**src/hdl/rbe_pkg.sv**
```systemverilog
// shared types and constants for the register bytecode executor
// no dependencies; imported by every module of the block
package rbe_pkg;

  // datapath geometry
  localparam int DATA_WIDTH = 64;
  localparam int NUM_REGS   = 16;
  localparam int REG_AW     = 4;
  localparam int CNT_W      = $clog2(DATA_WIDTH);
  localparam int IMM_W      = 8;

  // opcodes carried on func
  localparam logic [3:0] OP_IMM   = 4'd0;
  localparam logic [3:0] OP_ADD   = 4'd1;
  localparam logic [3:0] OP_SUB   = 4'd2;
  localparam logic [3:0] OP_DIV   = 4'd3;
  localparam logic [3:0] OP_MUL   = 4'd4;
  localparam logic [3:0] OP_MOVE  = 4'd5;
  localparam logic [3:0] OP_DONE  = 4'd6;

  // status codes
  localparam logic [1:0] ST_OK      = 2'd0;
  localparam logic [1:0] ST_DONE    = 2'd1;
  localparam logic [1:0] ST_DIV0    = 2'd2;
  localparam logic [1:0] ST_UNKNOWN = 2'd3;

  // operation of the shared arithmetic unit
  typedef enum logic [1:0] {
    ALU_ADD = 2'd0,
    ALU_SUB = 2'd1,
    ALU_MUL = 2'd2,
    ALU_DIV = 2'd3
  } alu_op_t;

  // request to the arithmetic unit
  typedef struct packed {
    logic    start;
    alu_op_t op;
  } alu_req_t;

  // register file write port
  typedef struct packed {
    logic                  en;
    logic [REG_AW-1:0]     addr;
    logic [DATA_WIDTH-1:0] data;
  } rf_wr_t;

endpackage

```
**src/hdl/rbe_regfile.sv**
```systemverilog
// sixteen-entry register file, one write port and two registered read ports
// depends on rbe_pkg; per-entry valid bits make unwritten entries read as zero
module rbe_regfile import rbe_pkg::*; (
  input  logic                  clk,
  input  logic                  rst,
  input  rf_wr_t                wr,
  input  logic [REG_AW-1:0]     rd_a_addr,
  input  logic [REG_AW-1:0]     rd_b_addr,
  output logic [DATA_WIDTH-1:0] rd_a_data,
  output logic [DATA_WIDTH-1:0] rd_b_data
);

  logic [DATA_WIDTH-1:0] mem [NUM_REGS];
  logic [NUM_REGS-1:0]   valid;

  // storage array, no reset
  always_ff @(posedge clk) begin
    if (wr.en) begin
      mem[wr.addr] <= wr.data;
    end
  end

  // valid bits stand in for clearing the array at reset
  always_ff @(posedge clk) begin
    if (rst) begin
      valid <= '0;
    end else if (wr.en) begin
      valid[wr.addr] <= 1'b1;
    end
  end

  // registered reads
  always_ff @(posedge clk) begin
    rd_a_data <= valid[rd_a_addr] ? mem[rd_a_addr] : '0;
    rd_b_data <= valid[rd_b_addr] ? mem[rd_b_addr] : '0;
  end

endmodule

```
**src/hdl/rbe_alu.sv**
```systemverilog
// shared iterative arithmetic unit: add, subtract, shift-add multiply,
// restoring divide, all on one adder; depends on rbe_pkg
module rbe_alu import rbe_pkg::*; (
  input  logic                  clk,
  input  logic                  rst,
  input  alu_req_t              req,
  input  logic [DATA_WIDTH-1:0] opa,
  input  logic [DATA_WIDTH-1:0] opb,
  output logic                  done,
  output logic [DATA_WIDTH-1:0] result
);

  typedef enum logic [1:0] {
    A_IDLE = 2'b01,
    A_RUN  = 2'b10
  } alu_state_t;

  alu_state_t            state;
  alu_op_t               op_r;
  logic [DATA_WIDTH-1:0] acc;
  logic [DATA_WIDTH-1:0] breg;
  logic [DATA_WIDTH-1:0] qreg;
  logic [CNT_W-1:0]      count;

  logic [DATA_WIDTH:0]   add_x;
  logic [DATA_WIDTH:0]   add_y;
  logic                  add_sub;
  logic [DATA_WIDTH+1:0] add_sum;
  logic                  carry;

  // operand selection for the shared adder
  always_comb begin
    add_x   = {1'b0, acc};
    add_y   = {1'b0, breg};
    add_sub = 1'b0;
    unique case (op_r)
      ALU_ADD: add_sub = 1'b0;
      ALU_SUB: add_sub = 1'b1;
      ALU_MUL: add_sub = 1'b0;
      ALU_DIV: begin
        add_x   = {acc, qreg[DATA_WIDTH-1]};
        add_sub = 1'b1;
      end
      default: add_sub = 1'b0;
    endcase
  end

  // one adder, subtract by inversion and carry in
  assign add_sum = {1'b0, add_x}
                 + {1'b0, (add_sub ? ~add_y : add_y)}
                 + {{(DATA_WIDTH+1){1'b0}}, add_sub};
  assign carry   = add_sum[DATA_WIDTH+1];

  // sequencer
  always_ff @(posedge clk) begin
    if (rst) begin
      state <= A_IDLE;
      done  <= 1'b0;
    end else begin
      done <= 1'b0;
      unique case (state)
        A_IDLE: if (req.start) state <= A_RUN;
        A_RUN: begin
          if (count == '0) begin
            state <= A_IDLE;
            done  <= 1'b1;
          end
        end
        default: state <= A_IDLE;
      endcase
    end
  end

  // datapath registers
  always_ff @(posedge clk) begin
    if (state == A_IDLE) begin
      if (req.start) begin
        op_r <= req.op;
        unique case (req.op)
          ALU_ADD, ALU_SUB: begin
            acc   <= opa;
            breg  <= opb;
            count <= '0;
          end
          ALU_MUL: begin
            acc   <= '0;
            breg  <= opa;
            qreg  <= opb;
            count <= CNT_W'(DATA_WIDTH - 1);
          end
          ALU_DIV: begin
            acc   <= '0;
            breg  <= opb;
            qreg  <= opa;
            count <= CNT_W'(DATA_WIDTH - 1);
          end
          default: count <= '0;
        endcase
      end
    end else begin
      count <= count - CNT_W'(1);
      unique case (op_r)
        ALU_ADD, ALU_SUB: acc <= add_sum[DATA_WIDTH-1:0];
        ALU_MUL: begin
          // add the shifted multiplicand when the multiplier bit is set
          if (qreg[0]) acc <= add_sum[DATA_WIDTH-1:0];
          breg <= {breg[DATA_WIDTH-2:0], 1'b0};
          qreg <= {1'b0, qreg[DATA_WIDTH-1:1]};
        end
        ALU_DIV: begin
          // restoring step: keep the difference when no borrow
          acc  <= carry ? add_sum[DATA_WIDTH-1:0] : add_x[DATA_WIDTH-1:0];
          qreg <= {qreg[DATA_WIDTH-2:0], carry};
        end
        default: acc <= acc;
      endcase
    end
  end

  assign result = (op_r == ALU_DIV) ? qreg : acc;

endmodule

```
**src/hdl/register_bytecode_executor.sv**
```systemverilog
// Register bytecode executor: runs one 16-bit instruction per input transfer
// against sixteen DATA_WIDTH-bit registers and a result register, and returns
// a status with the result register. One instruction at a time; mul and div
// take longest, as the shared adder multiplies and divides one bit per cycle.
// The result sits in an output register, and the next instruction is accepted
// while it waits. Registers keep their values across programs; reset zeroes
// them at once.
// depends on rbe_pkg, rbe_regfile and rbe_alu
module register_bytecode_executor import rbe_pkg::*; (
  input  logic                  clk,
  input  logic                  rst,
  input  logic                  in_valid,
  output logic                  in_stall,
  input  logic [3:0]            func,
  input  logic [11:0]           operand_bits,
  output logic                  out_valid,
  input  logic                  out_stall,
  output logic [1:0]            status,
  output logic [DATA_WIDTH-1:0] result_value
);

  typedef enum logic [4:0] {
    S_IDLE   = 5'b00001,
    S_READ   = 5'b00010,
    S_EXEC   = 5'b00100,
    S_WAIT   = 5'b01000,
    S_FINISH = 5'b10000
  } state_t;

  state_t                state;
  logic [3:0]            func_r;
  logic [11:0]           opnd_r;
  logic [1:0]            st_r;
  logic [DATA_WIDTH-1:0] result_reg;

  logic [REG_AW-1:0]     ra;
  logic [REG_AW-1:0]     rb;
  logic [REG_AW-1:0]     rc;
  logic [IMM_W-1:0]      imm;
  logic [DATA_WIDTH-1:0] va;
  logic [DATA_WIDTH-1:0] vb;
  logic                  vb_zero;
  rf_wr_t                wr;
  alu_req_t              alu_req;
  logic                  alu_done;
  logic [DATA_WIDTH-1:0] alu_result;
  logic                  out_free;

  // operand fields
  assign ra  = opnd_r[11:8];
  assign rb  = opnd_r[7:4];
  assign rc  = opnd_r[3:0];
  assign imm = opnd_r[7:0];
  assign vb_zero = (vb == '0);

  assign in_stall = (state != S_IDLE);
  assign out_free = !out_valid || !out_stall;

  rbe_regfile u_regfile (
    .clk       (clk),
    .rst       (rst),
    .wr        (wr),
    .rd_a_addr (ra),
    .rd_b_addr (rb),
    .rd_a_data (va),
    .rd_b_data (vb)
  );

  rbe_alu u_alu (
    .clk    (clk),
    .rst    (rst),
    .req    (alu_req),
    .opa    (va),
    .opb    (vb),
    .done   (alu_done),
    .result (alu_result)
  );

  // decode: arithmetic requests and register writes
  always_comb begin
    alu_req.start = 1'b0;
    alu_req.op    = ALU_ADD;
    wr.en         = 1'b0;
    wr.addr       = rc;
    wr.data       = alu_result;
    if (state == S_EXEC) begin
      unique case (func_r)
        OP_IMM: begin
          wr.en   = 1'b1;
          wr.addr = ra;
          wr.data = DATA_WIDTH'(imm);
        end
        OP_ADD: alu_req.start = 1'b1;
        OP_SUB: begin
          alu_req.start = 1'b1;
          alu_req.op    = ALU_SUB;
        end
        OP_MUL: begin
          alu_req.start = 1'b1;
          alu_req.op    = ALU_MUL;
        end
        OP_DIV: begin
          alu_req.start = !vb_zero;
          alu_req.op    = ALU_DIV;
        end
        default: alu_req.start = 1'b0;
      endcase
    end else if (state == S_WAIT) begin
      wr.en = alu_done;
    end
  end

  // instruction sequencer
  always_ff @(posedge clk) begin
    if (rst) begin
      state      <= S_IDLE;
      result_reg <= '0;
    end else begin
      unique case (state)
        S_IDLE: if (in_valid) state <= S_READ;
        S_READ: state <= S_EXEC;
        S_EXEC: begin
          state <= alu_req.start ? S_WAIT : S_FINISH;
          if (func_r == OP_MOVE) result_reg <= va;
        end
        S_WAIT: if (alu_done) state <= S_FINISH;
        S_FINISH: if (out_free) state <= S_IDLE;
        default: state <= S_IDLE;
      endcase
    end
  end

  // instruction latch and status
  always_ff @(posedge clk) begin
    if (state == S_IDLE && in_valid) begin
      func_r <= func;
      opnd_r <= operand_bits;
    end
    if (state == S_EXEC) begin
      unique case (func_r)
        OP_IMM, OP_ADD, OP_SUB, OP_MUL, OP_MOVE: st_r <= ST_OK;
        OP_DIV:  st_r <= vb_zero ? ST_DIV0 : ST_OK;
        OP_DONE: st_r <= ST_DONE;
        default: st_r <= ST_UNKNOWN;
      endcase
    end
  end

  // output register
  always_ff @(posedge clk) begin
    if (rst) begin
      out_valid <= 1'b0;
    end else if (state == S_FINISH && out_free) begin
      out_valid <= 1'b1;
    end else if (!out_stall) begin
      out_valid <= 1'b0;
    end
  end

  always_ff @(posedge clk) begin
    if (state == S_FINISH && out_free) begin
      status       <= st_r;
      result_value <= result_reg;
    end
  end

  // arithmetic unit finishes only while the sequencer waits for it
  a_done_in_wait: assert property (@(posedge clk) disable iff (rst)
    alu_done |-> state == S_WAIT)
    else $error("arithmetic unit finished outside wait");

  // an accepted instruction moves on to the register read
  a_accept_read: assert property (@(posedge clk) disable iff (rst)
    (in_valid && !in_stall) |=> state == S_READ)
    else $error("accepted instruction did not start");

  // a division by zero never writes the register file
  a_div0_no_write: assert property (@(posedge clk) disable iff (rst)
    (state == S_FINISH && st_r == ST_DIV0) |-> !$past(wr.en))
    else $error("register written on division by zero");

  // a new result is loaded only into a free output slot
  a_out_free: assert property (@(posedge clk) disable iff (rst)
    (state == S_FINISH && out_valid && out_stall) |=> $stable(result_value))
    else $error("waiting result overwritten");

endmodule

```
**config.mk**
```make
export PLATFORM = sky130hd
export DESIGN_NAME = register_bytecode_executor
export DESIGN_NICKNAME = d
export VERILOG_FILES = /design/src/hdl/rbe_pkg.sv /design/src/hdl/rbe_regfile.sv /design/src/hdl/rbe_alu.sv /design/src/hdl/register_bytecode_executor.sv
export SDC_FILE = /design/constraint.sdc
export NUM_CORES = 2
export LEC_CHECK = 0
export BUFFER_PORTS_ARGS = -buffer_cell sky130_fd_sc_hd__buf_4
export CORE_ASPECT_RATIO = 1.2
export CORE_MARGIN = 8
export CORE_UTILIZATION = 45
export DETAILED_ROUTE_END_ITERATION = 10
export GPL_TIMING_DRIVEN = 0
export SLEW_MARGIN = 20
export SYNTH_ARGS = -nofsm -noshare
export SYNTH_HDL_FRONTEND = slang
export SYNTH_HIERARCHICAL = 1
export SYNTH_SLANG_ARGS = --single-unit
```
**constraint.sdc**
```tcl
create_clock -name clk -period 9.4 [get_ports clk]
set_input_delay 0.94 -clock clk [delete_from_list [all_inputs] [get_ports clk]]
set_output_delay 0.94 -clock clk [all_outputs]
set_load 0.02 [all_outputs]
```
* After elaboration in Yosys (flattened, before gate mapping)
Memories as Yosys holds them, arrays and structs flattened. A register that Yosys moved wholly into a read port is not among the register bits.
Cells that the tools add are included.
** Word-level totals
- Logic and storage cells :: 136
- Output and inout bits :: 68
- RAM bits :: 1024
- Memories kept :: 1
- Input bits :: 20
- Register bits :: 373
** Memories
- u_regfile.mem :: depth 16, width 64, rd ports 2, clocked after memory_dff 2, wr ports 1, line rbe_regfile.sv:13 : logic [DATA_WIDTH-1:0] mem [NUM_REGS];
** Operators by class
- Mux-type cells :: 49
- Bitwise gates (word level) :: 3
- Add/sub/neg operators :: 3
- Equal/unequal tests :: 28
- Reductions and logical operators :: 32
- Order comparisons :: 4
** Operators by type and width (count)
- $mux 64 :: 10
- $pmux 64 s2 :: 4
- $pmux 64 s3 :: 1
- $mux 65 :: 2
- $mux 69 :: 1
- $mux 68 :: 1
- $add 65x65->66 :: 1
- $add 66x1->66 :: 1
- $not 64->65 :: 1
- $logic_not 64->1 :: 1
- $pmux 5 s5 :: 1
- $mux 5 :: 4
- $or 16x16->16 :: 1
- $lt 4x5->1 const B :: 3
- $eq 4x3->1 const B :: 3
- $mux 6 :: 2
- $pmux 2 s3 :: 2
- $pmux 6 s2 :: 1
- $reduce_or 2->1 :: 6
- $eq 2x2->1 const B :: 5
- $mux 1 :: 10
- $reduce_and 2->1 :: 5
- $bmux 1 s4 :: 2
- $eq 4x2->1 const B :: 2
- other kinds (31) :: 49

* Depth between registers and ports, before layout
- Word-level depth :: 9
- Mapped depth :: 21
- Depth with buffers taken out :: 17

* By module
Netlist, hierarchy kept.
** Modules (own cells, without submodules)
- rbe_regfile :: cells an instance 2327, area each 49074.6 um2, instances 1, seq. area each 33632.3 um2
- rbe_alu :: cells an instance 2041, area each 16194.3 um2, instances 1, seq. area each 6065.8 um2
- register_bytecode_executor :: cells an instance 524, area each 5910.7 um2, instances 1, seq. area each 3923.8 um2

* Least setup slack after synthesis
No wires, ideal clock.
- Path type :: register to register
- From :: reg state[1] (netlist name)
- To :: mem u_regfile.mem[0][0] (enable)
- Arrival :: 6822 ps
- Stages on the path, launching flop included :: 10
- Library setup time :: 567 ps
- Period minus slack after synthesis :: 7389 ps
- Required time :: 8833 ps
- Slack :: 2011 ps
- Buffers on the path :: 2
- Cells stage by stage :: dfxtp_1 -> nor3_4 -> nand3b_4 -> or2_1 -> or4_1 -> buf_2 -> buf_6 -> mux2_4 -> or3b_2 -> nor3_1
** RTL lines (line)
- end: declaration :: rbe_regfile.sv:13

* Worst setup path in the final report
- From :: reg u_alu.op_r[1]
- To :: reg u_alu.acc[52] (data pin)
** Between the ends
- Longest elaborated chain between the ends :: 9
- Elaborated cells on any way between the ends :: 16
- Those cells by class :: add/sub: 2; eq/ne: 3; mux: 7; reduce/logical: 4
** RTL lines
- start: declaration :: line rbe_alu.sv:19 : alu_op_t op_r;
- start signal: assignment :: line rbe_alu.sv:78 : op_r <= req.op;
- $eq 2x1->1 (tied with other cells) :: line rbe_alu.sv:36, rbe_alu.sv:102
- $reduce_or 2->1 (no line)
- $pmux 1 s2 :: line rbe_alu.sv:36 : unique case (op_r)
- $mux 65 :: line rbe_alu.sv:50 : + {1'b0, (add_sub ? ~add_y : add_y)}
- $add 65x65->66 :: line rbe_alu.sv:50
- $add 66x1->66 :: line rbe_alu.sv:51 : + {{(DATA_WIDTH+1){1'b0}}, add_sub};
- $mux 64 (on tied branches) :: line rbe_alu.sv:112, rbe_alu.sv:106
- $pmux 64 s3 (*) :: line rbe_alu.sv:102 : unique case (op_r)
- $mux 64 (*) :: line rbe_alu.sv:76 : if (state == A_IDLE) begin
- end signal: assignment :: line rbe_alu.sv:103 : ALU_ADD, ALU_SUB: acc <= add_sum[DATA_WIDTH-1:0];
- end signal: assignment :: line rbe_alu.sv:106 : if (qreg[0]) acc <= add_sum[DATA_WIDTH-1:0];
- end signal: assignment :: line rbe_alu.sv:112 : acc <= carry ? add_sum[DATA_WIDTH-1:0] : add_x[DATA_WIDTH-1:0];
- end: declaration :: line rbe_alu.sv:20 : logic [DATA_WIDTH-1:0] acc;
Every way passes the cells marked *; elsewhere a longest branch is shown, timed or not. The select of a mux whose other input is x is not followed.
A chain may end at the register's enable or synchronous reset.

==> summary.md <==
| Metric | Value |
|---|---|
| Outcome | finished clean |
| # rows | 160 |
| M3 GR Usage | 6.72% |
| Hold worst-path end | func_r[1] |
| Final setup fails | 0 |
| Clock latency on the worst-skew pair | 0.81 ns |
| Met1 Usage GRT | 36.0% |
| Sum of negative setup slack | 0 ns |
| Placed Area | 76300 sq um |
| Final Instance Area | 81400 sq um |
| WP data arrival | 6.72 ns |
| Largest register FFs | 1024 |
| # Max-Cap Violations | 0 |
| Post-synth ARST share | 0% |
| Crit path top cell by count | a21oi_1 |
| Largest area contributor in the netlist | edfxtp_1 |
| CP top delay family | compound AO/OA/AOI/OAI gates |
| Levels on crit path | 18 |
| CP Capture Type | register |
| Period utilisation layout | 66.2% |
| Worst Tran Pin Value | 1.26 ns |
| Die width | 379 um |
| Slew Limit Fails | 0 |
| WP data required | 9.90 ns |
| Biggest register | u_regfile/mem |
| Worst min path class | input port to register |
| Tmin final | 6.22 ns |
| RSZ-0062 raised after global routing | false |
| Leakage power | 27.6 nW |
| Synth area leaders | edfxtp_1, mux4_2, dfxtp_1 |
| Post-Synthesis Cells | 4892 |
| Post-CTS setup buffer count | 0 |
| Vias per cell | 6.49 |
| Slew margin rel. | 16.1% |
| Total wire length | 252000 um |
| Congestion Overflow GR | 0 |
| Hold Startpoint | func[1] |
| CTS tree | built |
| Port bufs | 87 |
| First-pass GRT wire length | 352000 um |
| Crit path kind | register to register |
| Largest stage delay on the critical path | 0.64 ns |
| Die height | 452 um |
| Worst-path clk slew | 0.07 ns |
| Sequential fraction of design power | 45.3% |
| Global routing's busiest layer | met2 |
| R2r setup slk | 3.18 ns |
| Syn nets | 4978 |
| GR Layer Usage met2 | 47.1% |
| Post-synth cell types | 83 |
| TritonCTS Sinks | 1525 |
| Reg2reg path depth | 18 |
| Initial core utilization | 45.1% |
| Post-DP HPWL | 182000 um |
| Global-route usage over all layers | 28.9% |
| Num CTS Buffers | 149 |
| GPL Wtd Cong | 0.941 |
| Yosys warns | 6 |
| Sw frac | 26.8% |
| Ys flop type | edfxtp_1 |
| CTS Buffer Depth | 3 |
| Root cell of the clock tree | clkbuf_16 |
| CTS H-tree lvls | 4 |
| Clock skew | 0.0399 ns |
| I/O pin total | 88 |
| Vias in the first global route | 48.6k |
| Core area | 158000 sq um |
| Final Hold Viols | 0 |
| PwrDens | 199 nW/um^2 |
| Fmax | 0.161 GHz |
| Reg2Reg Launch Point | u_alu/op_r[1] |
| Starting DRT DRC Count | 6667 |
| Cell internal pwr | 11.9 mW |
| Layout net count | 5325 |
| Post-route ant nets | 0 |
| Via count | 48.5k |
| DRT Pass-1 Iters | 8 |
| Startpoint types | register |
| Reg2reg end | u_alu/acc[52] |
| Largest net degree at the start of global routing | 36 |
| Share of the synthesized area in the top cell type | 55.2% |
| Buf+Inv Stages, Crit Path | 2 |
| Syn Std Cell Area | 71200 sq um |
| Proportion of layout cells with a drive suffix above 1 | 21.1% |
| Synth Area per Inst | 14.6 sq um |
| Clock share of power | 37.8% |
| Sw power | 4.35 mW |
| # DRC | 0 |
| Post-CTS Resized | 0 |
| Yosys reg bits | 1525 |
| Worst path slowest cell | clkbuf_1 |
| Comb power frac | 16.8% |
| Area Overhead vs Synth | 14.3% |
| Hold path depth | 1 |
| Initial antenna violation count | 15 |
| Routed WL per cell | 33.8 um |
| CTS Hold Bufs | 0 |
| Filler cell count | 13.2k |
| Critical path cell sequence | and2_1 > clkbuf_1 > clkbuf_1 > nand2_1 > nand2_1 > ha_1 > and2b_1 > o21bai_1 > nor3b_1 > o21ai_0 > a41oi_1 > o21ai_1 > a21oi_1 > o21ai_0 > a21oi_1 > xnor2_1 > mux2i_1 > a21oi_1 |
| Die Area | 171000 sq um |
| Peak VDD IR | 0.189 mV |
| CP Max Fanout | 10 |
| EDFF count, synth | 1308 |
| Register area share after synthesis | 61.3% |
## power groups by stage
| stage | combinational, mW | sequential [mW] | clock (mW) |
|---|---|---|---|
| after floorplan | 1.70 | 7.48 | 0 |
| after CTS | 2.69 | 7.35 | 6.20 |
| after global routing | 2.80 | 7.35 | 6.43 |
| after global placement | 2.65 | 7.50 | 0 |
| final | 2.73 | 7.35 | 6.13 |
| after detailed placement | 2.68 | 7.49 | 0 |
## cells in the mapped netlist, types with 13 or more instances
cell type,number
nor3_1,18
clkbuf_1,247
nor2_1,136
buf_2,70
buf_4,25
mux2i_1,77
and3_1,73
nor4_1,17
mux4_2,520
a21oi_1,423
o21ai_0,118
a22oi_1,256
a31oi_1,73
nor2b_1,14
nand4_1,19
xor2_1,95
ha_1,65
and2_1,63
xnor2_1,33
nand2_1,765
buf_1,13
nand3_1,30
inv_1,25
a21o_1,32
edfxtp_1,1308
dfxtp_1,217
## area by class of cell
cell class                      instances  area (sq um)  share of cell area [%]
Timing Repair Buffer                  196          2360                    2.90
Multi-Input combinational cell       2982         26100                    32.0
Antenna cell                            6          15.0                  0.0185
Clock buffer                          201          4220                    5.18
Buffer                                359          1580                    1.94
Inverter                               26          97.6                   0.120
Clock inverter                         75           762                   0.937
Tap cell                             2106          2640                    3.24
Sequential cell                      1525         43600                    53.6
## routing by layer
metal | share of wire, % | vias to the layer above
met4 | 5.9 | 6
li1 | - | 19900
met2 | 48 | 3136
met3 | 11 | 673
met5 | 0.017 | -
met1 | 35 | 24800
## worst max-delay path by stage
stage                   from                   end
4_1_cts        u_alu/op_r[1]         u_alu/acc[52]
2_1_floorplan       state[1]   u_regfile/mem[0][0]
6_report       u_alu/op_r[1]         u_alu/acc[52]
3_5_place_dp   u_alu/op_r[1]         u_alu/acc[52]
3_3_place_gp        state[1]  u_regfile/mem[0][46]
5_1_grt        u_alu/op_r[1]         u_alu/acc[44]
## stage by stage
step / utilization, % / instances / power (mW) / hold slack (ns) / worst slack [ns]
final: 51.6 / 7476 / 16.2 / 0.325 / 3.18
after global routing: 51.6 / 7471 / 16.6 / 0.298 / 2.95
after CTS: 51.5 / 7468 / 16.2 / 0.265 / 3.23
after detailed placement: 48.4 / 7192 / 10.2 / 0.407 / 3.27
after global placement: 47.2 / 7085 / 10.1 / 0.401 / -5.55
after floorplan: - / 4892 / 9.18 / 0.400 / 2.01
## logic make-up after synthesis
kind of cell               share of synthesized area [%]
DFF                                                 61.3
buffers and inverters                               2.33
and+or+nand+nor                                     7.31
AOI/OAI and AO/OA                                   8.52
muxes                                               17.8
xor gates and xnor gates                            1.58
adders and majority gates                           1.17
## cell usage in the layout (no fill, tap or decap), types with 12 or more instances in the layout
cell type  count
a21o_1        32
a21oi_1      422
a22oi_1      256
a31oi_1       73
and2_1        63
and3_1        73
buf_12        35
buf_16        19
buf_2         72
buf_4        150
buf_6         17
clkbuf_1     261
clkbuf_16    157
clkbuf_2      19
clkbuf_8      12
clkinv_1      12
clkinv_2      26
dfxtp_1      217
edfxtp_1    1308
ha_1          65
inv_1         25
mux2_4        12
mux2i_1       77
mux4_2       520
nand2_1      763
nand3_1       30
nand4_1       19
nor2_1       123
nor2_4        14
nor2b_1       14
nor3_1        14
nor4_1        14
o21ai_0      117
o21ai_1       13
xnor2_1       33
xor2_1        95
Power figures use the tool's default switching activity.
